## config.mk

```make
export PLATFORM = sky130hd
export DESIGN_NAME = aging_priority_queue_core
export DESIGN_NICKNAME = d
export VERILOG_FILES = /design/src/hdl/apq_pkg.sv /design/src/hdl/apq_ctrl.sv /design/src/hdl/apq_datapath.sv /design/src/hdl/aging_priority_queue_core.sv
export SDC_FILE = /design/constraint.sdc
export NUM_CORES = 2
export LEC_CHECK = 0
export BUFFER_PORTS_ARGS = -buffer_cell sky130_fd_sc_hd__buf_2
export CAP_MARGIN = 10
export CORE_MARGIN = 2
export CORE_UTILIZATION = 35
export DETAILED_ROUTE_END_ITERATION = 7
export PLACE_DENSITY = 0.61
export SLEW_MARGIN = 20
export SYNTH_ARGS = -nofsm -noshare
export SYNTH_HDL_FRONTEND = slang
export SYNTH_SLANG_ARGS = --single-unit
```

## constraint.sdc

```tcl
create_clock -name clk -period 19.8 [get_ports clk]
set_clock_uncertainty 0.05 [all_clocks]
set_input_delay 2.97 -clock clk [delete_from_list [all_inputs] [get_ports clk]]
set_output_delay 2.97 -clock clk [all_outputs]
set_load 0.01 [all_outputs]
```

## src/hdl/apq_pkg.sv

```systemverilog
// shared types and constants for the aging priority queue
package apq_pkg;

    localparam int AGE_W = 32;

    typedef enum logic
    {
        CMD_ENQUEUE = 1'b0,
        CMD_DEQUEUE = 1'b1
    } op_t;

    typedef struct packed
    {
        logic load;
        logic compare;
        logic apply;
    } dp_cmd_t;

endpackage

```

## src/hdl/apq_ctrl.sv

```systemverilog
// sequencing state machine for the aging priority queue
module apq_ctrl
(
    input  logic              clk,
    input  logic              rst_n,
    input  logic              s_tvalid,
    output logic              s_tready,
    output logic              m_tvalid,
    input  logic              m_tready,
    output apq_pkg::dp_cmd_t  cmd
);
    import apq_pkg::*;

    typedef enum logic [1:0]
    {
        ST_IDLE,
        ST_COMPARE,
        ST_APPLY
    } state_t;

    state_t state_reg;
    state_t state_next;
    logic   m_valid_reg;
    logic   m_valid_next;

    assign s_tready = (state_reg == ST_IDLE) && (!m_valid_reg || m_tready);
    assign m_tvalid = m_valid_reg;

    always_comb
    begin
        state_next   = state_reg;
        m_valid_next = m_valid_reg && !m_tready;
        cmd          = '0;
        case (state_reg)
            ST_IDLE:
            begin
                if (s_tvalid && s_tready)
                begin
                    cmd.load   = 1'b1;
                    state_next = ST_COMPARE;
                end
            end
            ST_COMPARE:
            begin
                cmd.compare = 1'b1;
                state_next  = ST_APPLY;
            end
            ST_APPLY:
            begin
                cmd.apply    = 1'b1;
                m_valid_next = 1'b1;
                state_next   = ST_IDLE;
            end
            default:
            begin
                state_next = ST_IDLE;
            end
        endcase
    end

    always_ff @(posedge clk or negedge rst_n)
    begin
        if (!rst_n)
        begin
            state_reg   <= ST_IDLE;
            m_valid_reg <= 1'b0;
        end
        else
        begin
            state_reg   <= state_next;
            m_valid_reg <= m_valid_next;
        end
    end

endmodule

```

## src/hdl/apq_datapath.sv

```systemverilog
// entry cells, per-cell compare flags and result registers
module apq_datapath
#(
    parameter int QUEUE_DEPTH = 16,
    parameter int VALUE_WIDTH = 32
)
(
    input  logic                           clk,
    input  logic                           rst_n,
    input  apq_pkg::dp_cmd_t               cmd,
    input  logic                           item_command,
    input  logic signed [VALUE_WIDTH-1:0]  item_value,
    output logic                           accepted,
    output logic                           full_res,
    output logic                           popped_valid,
    output logic signed [VALUE_WIDTH-1:0]  popped_value,
    output logic                           empty_res
);
    import apq_pkg::*;

    localparam int CNT_W  = $clog2(QUEUE_DEPTH + 1);
    localparam int DIFF_W = VALUE_WIDTH + AGE_W + 1;
    localparam int LVLS   = $clog2(QUEUE_DEPTH);

    logic                          command_reg;
    logic signed [VALUE_WIDTH-1:0] value_reg;
    logic signed [VALUE_WIDTH-1:0] val_reg [QUEUE_DEPTH];
    logic        [AGE_W-1:0]       age_reg [QUEUE_DEPTH];
    logic signed [VALUE_WIDTH-1:0] val_next [QUEUE_DEPTH];
    logic        [AGE_W-1:0]       age_next [QUEUE_DEPTH];
    logic [QUEUE_DEPTH-1:0]        ge_reg;
    logic [QUEUE_DEPTH-1:0]        ge_next;
    logic [QUEUE_DEPTH-1:0]        eq_reg;
    logic [QUEUE_DEPTH-1:0]        eq_next;
    logic [CNT_W-1:0]              count_reg;
    logic [CNT_W-1:0]              count_next;

    logic                          accepted_reg;
    logic                          full_reg;
    logic                          popped_valid_reg;
    logic signed [VALUE_WIDTH-1:0] popped_value_reg;
    logic                          empty_reg;

    logic                          is_enq;
    logic                          pass;
    logic                          is_full;
    logic                          do_ins;
    logic                          do_pop;
    logic [QUEUE_DEPTH-1:0]        hit;
    logic [QUEUE_DEPTH-1:0]        at_or_after;
    logic signed [DIFF_W-1:0]      new_ext;
    logic signed [DIFF_W-1:0]      diff [QUEUE_DEPTH];

    // per-cell priority and duplicate compare
    always_comb
    begin
        new_ext = DIFF_W'(value_reg);
        for (int i = 0; i < QUEUE_DEPTH; i++)
        begin
            diff[i]    = DIFF_W'(val_reg[i]) - $signed({{(DIFF_W-AGE_W){1'b0}}, age_reg[i]});
            ge_next[i] = (CNT_W'(i) < count_reg) && (diff[i] >= new_ext);
            eq_next[i] = (CNT_W'(i) < count_reg) && (val_reg[i] == value_reg);
        end
    end

    // insertion point: first cell whose priority passes, else the tail
    always_comb
    begin
        for (int i = 0; i < QUEUE_DEPTH; i++)
        begin
            hit[i] = ge_reg[i] || (CNT_W'(i) == count_reg);
        end
        at_or_after = hit;
        for (int l = 0; l < LVLS; l++)
        begin
            at_or_after = at_or_after | (at_or_after << (1 << l));
        end
    end

    assign is_enq  = (op_t'(command_reg) == CMD_ENQUEUE);
    assign pass    = value_reg[0] || !(|eq_reg);
    assign is_full = (count_reg == CNT_W'(QUEUE_DEPTH));
    assign do_ins  = is_enq && pass && !is_full;
    assign do_pop  = !is_enq && (count_reg != '0);

    always_comb
    begin
        for (int i = 0; i < QUEUE_DEPTH; i++)
        begin
            val_next[i] = val_reg[i];
            age_next[i] = age_reg[i];
        end
        count_next = count_reg;
        if (do_ins)
        begin
            count_next = count_reg + 1'b1;
            for (int i = 0; i < QUEUE_DEPTH; i++)
            begin
                if (!at_or_after[i])
                begin
                    val_next[i] = val_reg[i];
                    age_next[i] = (age_reg[i] == '1) ? age_reg[i] : age_reg[i] + 1'b1;
                end
                else if (i == 0 || !at_or_after[(i == 0) ? 0 : i - 1])
                begin
                    val_next[i] = value_reg;
                    age_next[i] = AGE_W'(1);
                end
                else
                begin
                    val_next[i] = val_reg[(i == 0) ? 0 : i - 1];
                    age_next[i] = (age_reg[(i == 0) ? 0 : i - 1] == '1) ?
                                  age_reg[(i == 0) ? 0 : i - 1] :
                                  age_reg[(i == 0) ? 0 : i - 1] + 1'b1;
                end
            end
        end
        else if (do_pop)
        begin
            count_next = count_reg - 1'b1;
            for (int i = 0; i < QUEUE_DEPTH - 1; i++)
            begin
                val_next[i] = val_reg[i + 1];
                age_next[i] = age_reg[i + 1];
            end
        end
    end

    always_ff @(posedge clk or negedge rst_n)
    begin
        if (!rst_n)
        begin
            count_reg <= '0;
        end
        else if (cmd.apply)
        begin
            count_reg <= count_next;
        end
    end

    always_ff @(posedge clk)
    begin
        if (cmd.load)
        begin
            command_reg <= item_command;
            value_reg   <= item_value;
        end
        if (cmd.compare)
        begin
            ge_reg <= ge_next;
            eq_reg <= eq_next;
        end
        if (cmd.apply)
        begin
            for (int i = 0; i < QUEUE_DEPTH; i++)
            begin
                val_reg[i] <= val_next[i];
                age_reg[i] <= age_next[i];
            end
            accepted_reg     <= do_ins;
            full_reg         <= is_enq && pass && is_full;
            popped_valid_reg <= do_pop;
            popped_value_reg <= do_pop ? val_reg[0] : '0;
            empty_reg        <= (count_next == '0);
        end
    end

    assign accepted     = accepted_reg;
    assign full_res     = full_reg;
    assign popped_valid = popped_valid_reg;
    assign popped_value = popped_value_reg;
    assign empty_res    = empty_reg;

endmodule

```

## src/hdl/aging_priority_queue_core.sv

```systemverilog
// top level of the aging priority queue
//
//  channel  | direction | carries
//  ---------+-----------+------------------------------------------------------
//  s_axis   | in        | one command word: enqueue a value or dequeue the head
//  m_axis   | out       | one result word per command word
//
// each word passes through capture, a parallel compare over all cells,
// then the shift/insert update that also loads the result register
// a new word is taken once the previous word has been applied and its result
// is being taken or the result register is empty
// reset clears the entry count and all handshake state; entries need no reset
module aging_priority_queue_core
#(
    parameter int QUEUE_DEPTH = 16,
    parameter int VALUE_WIDTH = 32
)
(
    input  logic                                clk,
    input  logic                                rst_n,
    input  logic                                s_tvalid,
    output logic                                s_tready,
    // value
    input  logic [((VALUE_WIDTH+7)/8)*8-1:0]    s_tdata,
    // command
    input  logic                                s_tuser,
    output logic                                m_tvalid,
    input  logic                                m_tready,
    // accepted, full_res, popped_valid, popped_value, empty_res
    output logic [((VALUE_WIDTH+4+7)/8)*8-1:0]  m_tdata
);
    import apq_pkg::*;

    localparam int OUT_W = ((VALUE_WIDTH + 4 + 7) / 8) * 8;

    dp_cmd_t                       cmd;
    logic                          accepted;
    logic                          full_res;
    logic                          popped_valid;
    logic signed [VALUE_WIDTH-1:0] popped_value;
    logic                          empty_res;

    apq_ctrl u_ctrl
    (
        .clk      (clk),
        .rst_n    (rst_n),
        .s_tvalid (s_tvalid),
        .s_tready (s_tready),
        .m_tvalid (m_tvalid),
        .m_tready (m_tready),
        .cmd      (cmd)
    );

    apq_datapath
    #(
        .QUEUE_DEPTH (QUEUE_DEPTH),
        .VALUE_WIDTH (VALUE_WIDTH)
    )
    u_datapath
    (
        .clk          (clk),
        .rst_n        (rst_n),
        .cmd          (cmd),
        .item_command (s_tuser),
        .item_value   (s_tdata[VALUE_WIDTH-1:0]),
        .accepted     (accepted),
        .full_res     (full_res),
        .popped_valid (popped_valid),
        .popped_value (popped_value),
        .empty_res    (empty_res)
    );

    assign m_tdata = OUT_W'({empty_res, popped_value, popped_valid, full_res, accepted});

endmodule
```

Yosys cells after proc, flatten, opt, wreduce, memory -nomap -nowiden
Memories as Yosys holds them, arrays and structs flattened.
Index checks and enable logic that the tools add are counted.
{"block": "op_classes", "n_addsub": 34, "n_mul": 0, "div_mod_pow": 0, "n_lt_le_gt_ge": 32, "eq_ne": 51, "n_shift": 0, "n_mux": 95, "bitwise": 5, "n_reduce_logical": 66}
{"operator": "32-bit 2-to-1 mux", "n": 80}
{"operator": "480-bit 2-to-1 mux", "n": 4}
{"operator": "34-bit by 32-bit greater-or-equal comparator with 1-bit output", "n": 16}
{"operator": "32-bit by 33-bit subtractor with 34-bit output", "n": 16}
{"operator": "32-bit by 1-bit adder with 32-bit output (second input constant)", "n": 16}
{"operator": "32-bit equality test", "n": 16}
{"operator": "32-bit equality test (second input constant)", "n": 16}
{"operator": "16-bit OR", "n": 4}
{"operator": "4-bit by 5-bit equality test with 1-bit output (first input constant)", "n": 8}
{"operator": "4-bit by 5-bit less-than comparator with 1-bit output (first input constant)", "n": 8}
{"operator": "1-bit logical AND", "n": 39}
{"operator": "3-bit by 5-bit equality test with 1-bit output (first input constant)", "n": 4}
{"operator": "3-bit by 5-bit less-than comparator with 1-bit output (first input constant)", "n": 4}
{"operator": "1-bit logical OR", "n": 18}
{"operator": "16-bit OR reduction", "n": 1}
{"operator": "2-bit by 5-bit equality test with 1-bit output (first input constant)", "n": 2}
{"operator": "5-bit logical NOT", "n": 2}
{"operator": "1-bit by 5-bit less-than comparator with 1-bit output (first input constant)", "n": 2}
{"operator": "2-bit by 5-bit less-than comparator with 1-bit output (first input constant)", "n": 2}
{"operator": "5-bit 2-to-1 mux", "n": 2}
{"operator": "1-bit 2-to-1 mux", "n": 7}
{"operator": "5-bit by 1-bit adder with 5-bit output (second input constant)", "n": 1}
{"operator": "1-bit by 5-bit equality test with 1-bit output (first input constant)", "n": 1}
{"operator": "5-bit equality test (second input constant)", "n": 1}
{"operator": "other kinds (10)", "n": 13}
{"block": "word_totals", "regBits": 109, "latchBits": 0, "ram_bits": 1024, "rom_bits": 0, "input_bits": 37, "output_inout_bits": 42, "elab_cells": 297, "memories": 2}
{"name": "u_datapath.age_reg", "words": 16, "width": 32, "rd": 16, "rd_clocked_by_memory_dff": 0, "wr": 16, "line_no": "apq_datapath.sv:28", "text": "logic [AGE_W-1:0] age_reg [QUEUE_DEPTH];"}
{"name": "u_datapath.val_reg", "words": 16, "width": 32, "rd": 16, "rd_clocked_by_memory_dff": 0, "wr": 16, "line_no": "apq_datapath.sv:27", "text": "logic signed [VALUE_WIDTH-1:0] val_reg [QUEUE_DEPTH];"}

Logic depth before layout (Yosys ltp)
{"block": "logic_depth", "depth_word": 9, "depth_mapped": 24, "ltp_nobuf": 24}

Cells and area by module
Synthesis repeated with hierarchy kept, for this count alone.
{"block": "unflattened", "cells_unflattened": 12476, "area_unflattened_um2": 106193.1}
{"module": "apq_datapath", "n_inst": 1, "cells_per_inst": 12455, "area_each_um2": 105977.9, "seq_area_each_um2": 33907.5}
{"module": "apq_ctrl", "n_inst": 1, "cells_per_inst": 12, "area_each_um2": 151.4, "seq_area_each_um2": 75.1}
{"module": "aging_priority_queue_core", "n_inst": 1, "cells_per_inst": 9, "area_each_um2": 63.8, "seq_area_each_um2": 0.0}

Worst setup path after synthesis
OpenSTA, ideal clock, no wires.
{"block": "synth_path", "kind": "flip-flop to flip-flop", "startpoint": "register, netlist name u_datapath.count_reg[1]", "endpoint": "memory u_datapath.age_reg[0][0], enable pin", "setup_time_ps": 824, "t_arrival_ps": 12018, "required_time_ps": 18926, "path_slack_ps": 6908, "path_stages_with_launch": 14, "path_buffers": 5, "period_less_slack_ps": 12892, "cell_sequence": "dfrtp_1 > clkbuf_1 > inv_1 > ha_1 > nor2b_1 > nor3b_1 > or3_1 > clkbuf_1 > inv_1 > clkbuf_1 > clkbuf_1 > o21ai_1 > clkbuf_1 > inv_1"}
{"item": "to (decl)", "line_no": "apq_datapath.sv:28"}

Worst setup path after layout
{"block": "layout_path", "startpoint": "input port m_tready", "endpoint": "output port s_tready"}
{"block": "layout_between", "elab_chain_cells": 2}
{"item": "from (decl)", "line_no": "aging_priority_queue_core.sv:28", "text": "input logic m_tready,"}
{"item": "1-bit logical OR", "line_no": "apq_ctrl.sv:26", "text": "assign s_tready = (state_reg == ST_IDLE) && (!m_valid_reg || m_tready);"}
{"item": "1-bit logical AND", "line_no": "apq_ctrl.sv:26"}
{"item": "to (decl)", "line_no": "aging_priority_queue_core.sv:22", "text": "output logic s_tready,"}
Every way passes these cells.

==> run_results.csv <==
group,metric,value,unit
run_status,outcome,"complete, but fails checks",
run_status,violations,"DRC",
logic_synthesis,syn_area,107000,sq um
sta,hold_violations,0,
clocking,post_cts_buffers,0,
routing,dr_total_vias,105000,
setup_path,cp_data_arrival_time,3490,ps
sta,drv_slew,0,
floorplanning,io_pins,79,
setup_path,worstPathCellList,"buf_2, nor2b_1, nor3_1, buf_2",
routing,drtIter0Drc,17400,
routing,drcViolationCount,31,
place,dp_hpwl,393,mm
setup_path,path_class,"primary input to output port",
sta,final.period_utilization,32.9,%
clocking,cts-resized-gates,0,
final_layout,final_cell_mix,"nand2_1 (1534), edfxtp_1 (1125), ha_1 (1093), xnor2_1 (971), nor2_1 (870)",
power_and_ir_drop,p_switching,6.82,mW
clocking,cts_buffer_depth,3,
logic_synthesis,ys_top_cells_by_area,"edfxtp_1 (32%), ha_1 (13%), xnor2_1 (8.0%)",
floorplanning,rows,202,
logic_synthesis,synthArstFlopShare,0.706,%
logic_synthesis,syn_inst,12500,
floorplanning,dieArea,309000,sq um
sta,tightest_slew,1320,ps
global_routing,grt_util_all_layers,32.3,%
clocking,clock_latency,860,ps
routing,dr_wl_met3,71.9,mm
logic_synthesis,synthFlopType,"edfxtp_1",
clocking,cts_num_sinks,1133,
setup_path,cpMostUsedCell,"buf_2",
final_layout,final_core_util,38.5,%
setup_path,crit_required,16780,ps
setup_path,critical_path.max_fanout,3,
logic_synthesis,synth_edf_count,1125,
sta,max_slew_margin,11.6,%
logic_synthesis,yosys_warnings,0,
final_layout,nFillCells,30800,
run,cap_violations,0,
place,gp_congestion,1.03,
final_layout,fin_nets,13500,
setup_path,cp-end-kind,"output port",
routing,wl,523,mm
clocking,cts_hold_buf,0,
floorplanning,start_util,35.2,%
power_and_ir_drop,sw_frac_of_total,47.6,%
sta,setup_violations,0,
logic_synthesis,yosysTopAreaCell,"edfxtp_1",
power_and_ir_drop,leakagePower,46.5,nW
global_routing,grt-ovfl-total,0,
routing,dr_wl_met2,213,mm
worst_hold_path,hp-class,"flop to flop",
clocking,cts_inserted_buffers,149,
clocking,cts_tree,"yes",
setup_path,cpPeakStageDelay,220,ps
sta,fmax,154,MHz
sta,rsz0062_at_grt,"no",
global_routing,grt_pass1_wl,718,mm
final_layout,area_growth,9.20,%
logic_synthesis,yosysUniqueCellTypes,96,
floorplanning,die_h,556,um
final_layout,layout-drive-gt1-share,5.09,%
global_routing,antenna_found_initial,56,
routing,wire_per_inst,31.7,um
setup_path,crit_path_start_kind,"primary input",
power_and_ir_drop,pwr-share-seq,28.4,%
power_and_ir_drop,clkPwrFrac,19.5,%
routing,wl_met1,199,mm
logic_synthesis,yosys.area.top_type_share,31.7,%
floorplanning,core-area,303000,sq um
routing,viasPerCell,6.37,
logic_synthesis,syn_area_per_cell,8.53,sq um
sta,fin_tns_setup,0,ps
routing,top_layer,"met5",
clocking,htree_num_levels,4,
sta,period_needed,6510,ps
power_and_ir_drop,vdd_ir_drop_max,0.000108,V
floorplanning,die_x,556,um
routing,ant_nets,0,
setup_path,cp_top_family,"buffers and inverters",
global_routing,grt_max_degree,202,
power_and_ir_drop,p_comb_share,52.1,%
logic_synthesis,ys_ff_latch,1133,
logic_synthesis,ys_seq_area_share,31.8,%
power_and_ir_drop,power.density,123,nW/um^2
routing,drtPass1Iterations,8,
power_and_ir_drop,power.internal,7.51,mW
global_routing,grt_pass1_vias,94100,
setup_path,crit_slowest_cell,"nor3_1",
place,port_buffers,74,
final_layout,final_common_cell,"nand2_1",
clocking,clk_pin_slew,60,ps
setup_path,path_buf_inv,2,
clocking,root_buffer,"clkbuf_16",
## power by group through the flow
stage | Clock (mW) | Combinational [mW] | Sequential (mW)
floorplan | 0 | 4.92 | 3.72
global placement | 0 | 7.13 | 4.04
detailed placement | 0 | 7.14 | 4.04
CTS | 2.78 | 7.18 | 4.00
global route | 2.86 | 8.00 | 4.04
finish | 2.79 | 7.46 | 4.07
## worst reg2reg max path, cell delays in order, from the launching register on
cell and delay [ps]:
dfrtp_1 590, inv_1 210, ha_1 310, nor2b_1 230, nor3b_1 220, or3_4 660, inv_8 520, buf_4 820
buf_12 600, buf_4 830, o21ai_0 430, a21oi_1 320, a21oi_1 130
## through the flow
step | instance area (sq um) | setup WS [ps] | power [mW] | instances | hold slack, ps
global placement | 112000 | 13320 | 11.2 | 16200 | 477
finish | 117000 | 13290 | 14.3 | 16500 | 495
detailed placement | 112000 | 13310 | 11.2 | 16200 | 483
floorplan | 107000 | 6910 | 8.64 | 12500 | 398
CTS | 116000 | 13300 | 14.0 | 16400 | 492
global route | 116000 | 13250 | 14.9 | 16400 | 509
## cell families after synthesis
family                   count (synthesis)  synth area share, %
adder cells (fa/ha/maj)               1109                 13.1
multiplexers                            82                0.771
XOR/XNOR                              1436                 11.8
flip-flops                            1133                 31.8
AO/OA/AOI/OAI                         3402                 20.1
buffers and inverters                 1338                 4.84
AND/OR/NAND/NOR                       4017                 17.6
other                                    1              0.00351
## layer usage
layer,up-vias,track usage (%)
li1,45500,-
met1,49900,41.8
met2,7750,46.8
met3,1753,9.84
met4,42,19.9
met5,-,0
## synthesized netlist by cell type, types with 321 or more instances
cell      instances
nand2_1        1541
a21oi_1         808
nand3_1         321
nor2_1          878
clkbuf_1        475
a21o_1          447
a31oi_1         426
edfxtp_1       1125
inv_1           737
o21ai_0         744
ha_1           1093
xor2_1          465
xnor2_1         971
## final cells by class
| class | count | area (sq um) | share of cell area [%] |
|---|---|---|---|
| multi-input combinational | 10100 | 67900 | 58.3 |
| sequential | 1133 | 34000 | 29.2 |
| tap | 3978 | 4980 | 4.27 |
| clock buffer | 181 | 3870 | 3.32 |
| inverter | 738 | 2790 | 2.39 |
| timing repair buffer | 270 | 2010 | 1.72 |
| clock inverter | 93 | 913 | 0.784 |
| antenna | 38 | 95.1 | 0.0816 |
## path summary, 6_finish.rpt
path                                                     start                                   to  slack, ps  cells after the start
setup / recovery                                      m_tready                             s_tready      13290                      4
hold / removal                 u_ctrl.state_reg[1]$_DFFE_PN0P_      u_ctrl.state_reg[1]$_DFFE_PN0P_        490                      1
setup reg to reg           u_datapath.count_reg[1]$_DFFE_PN0P_   u_datapath.age_reg[3][6]$_DFFE_PP_      13590                     12
hold reg to reg                u_ctrl.state_reg[1]$_DFFE_PN0P_      u_ctrl.state_reg[1]$_DFFE_PN0P_        490                      1
max in group asynchronous                                rst_n  u_datapath.count_reg[2]$_DFFE_PN0P_      17400                      1
min in group asynchronous                                rst_n      u_ctrl.state_reg[0]$_DFFE_PN0P_       2000                      1
Note: power is estimated with default switching activity, not from simulation.
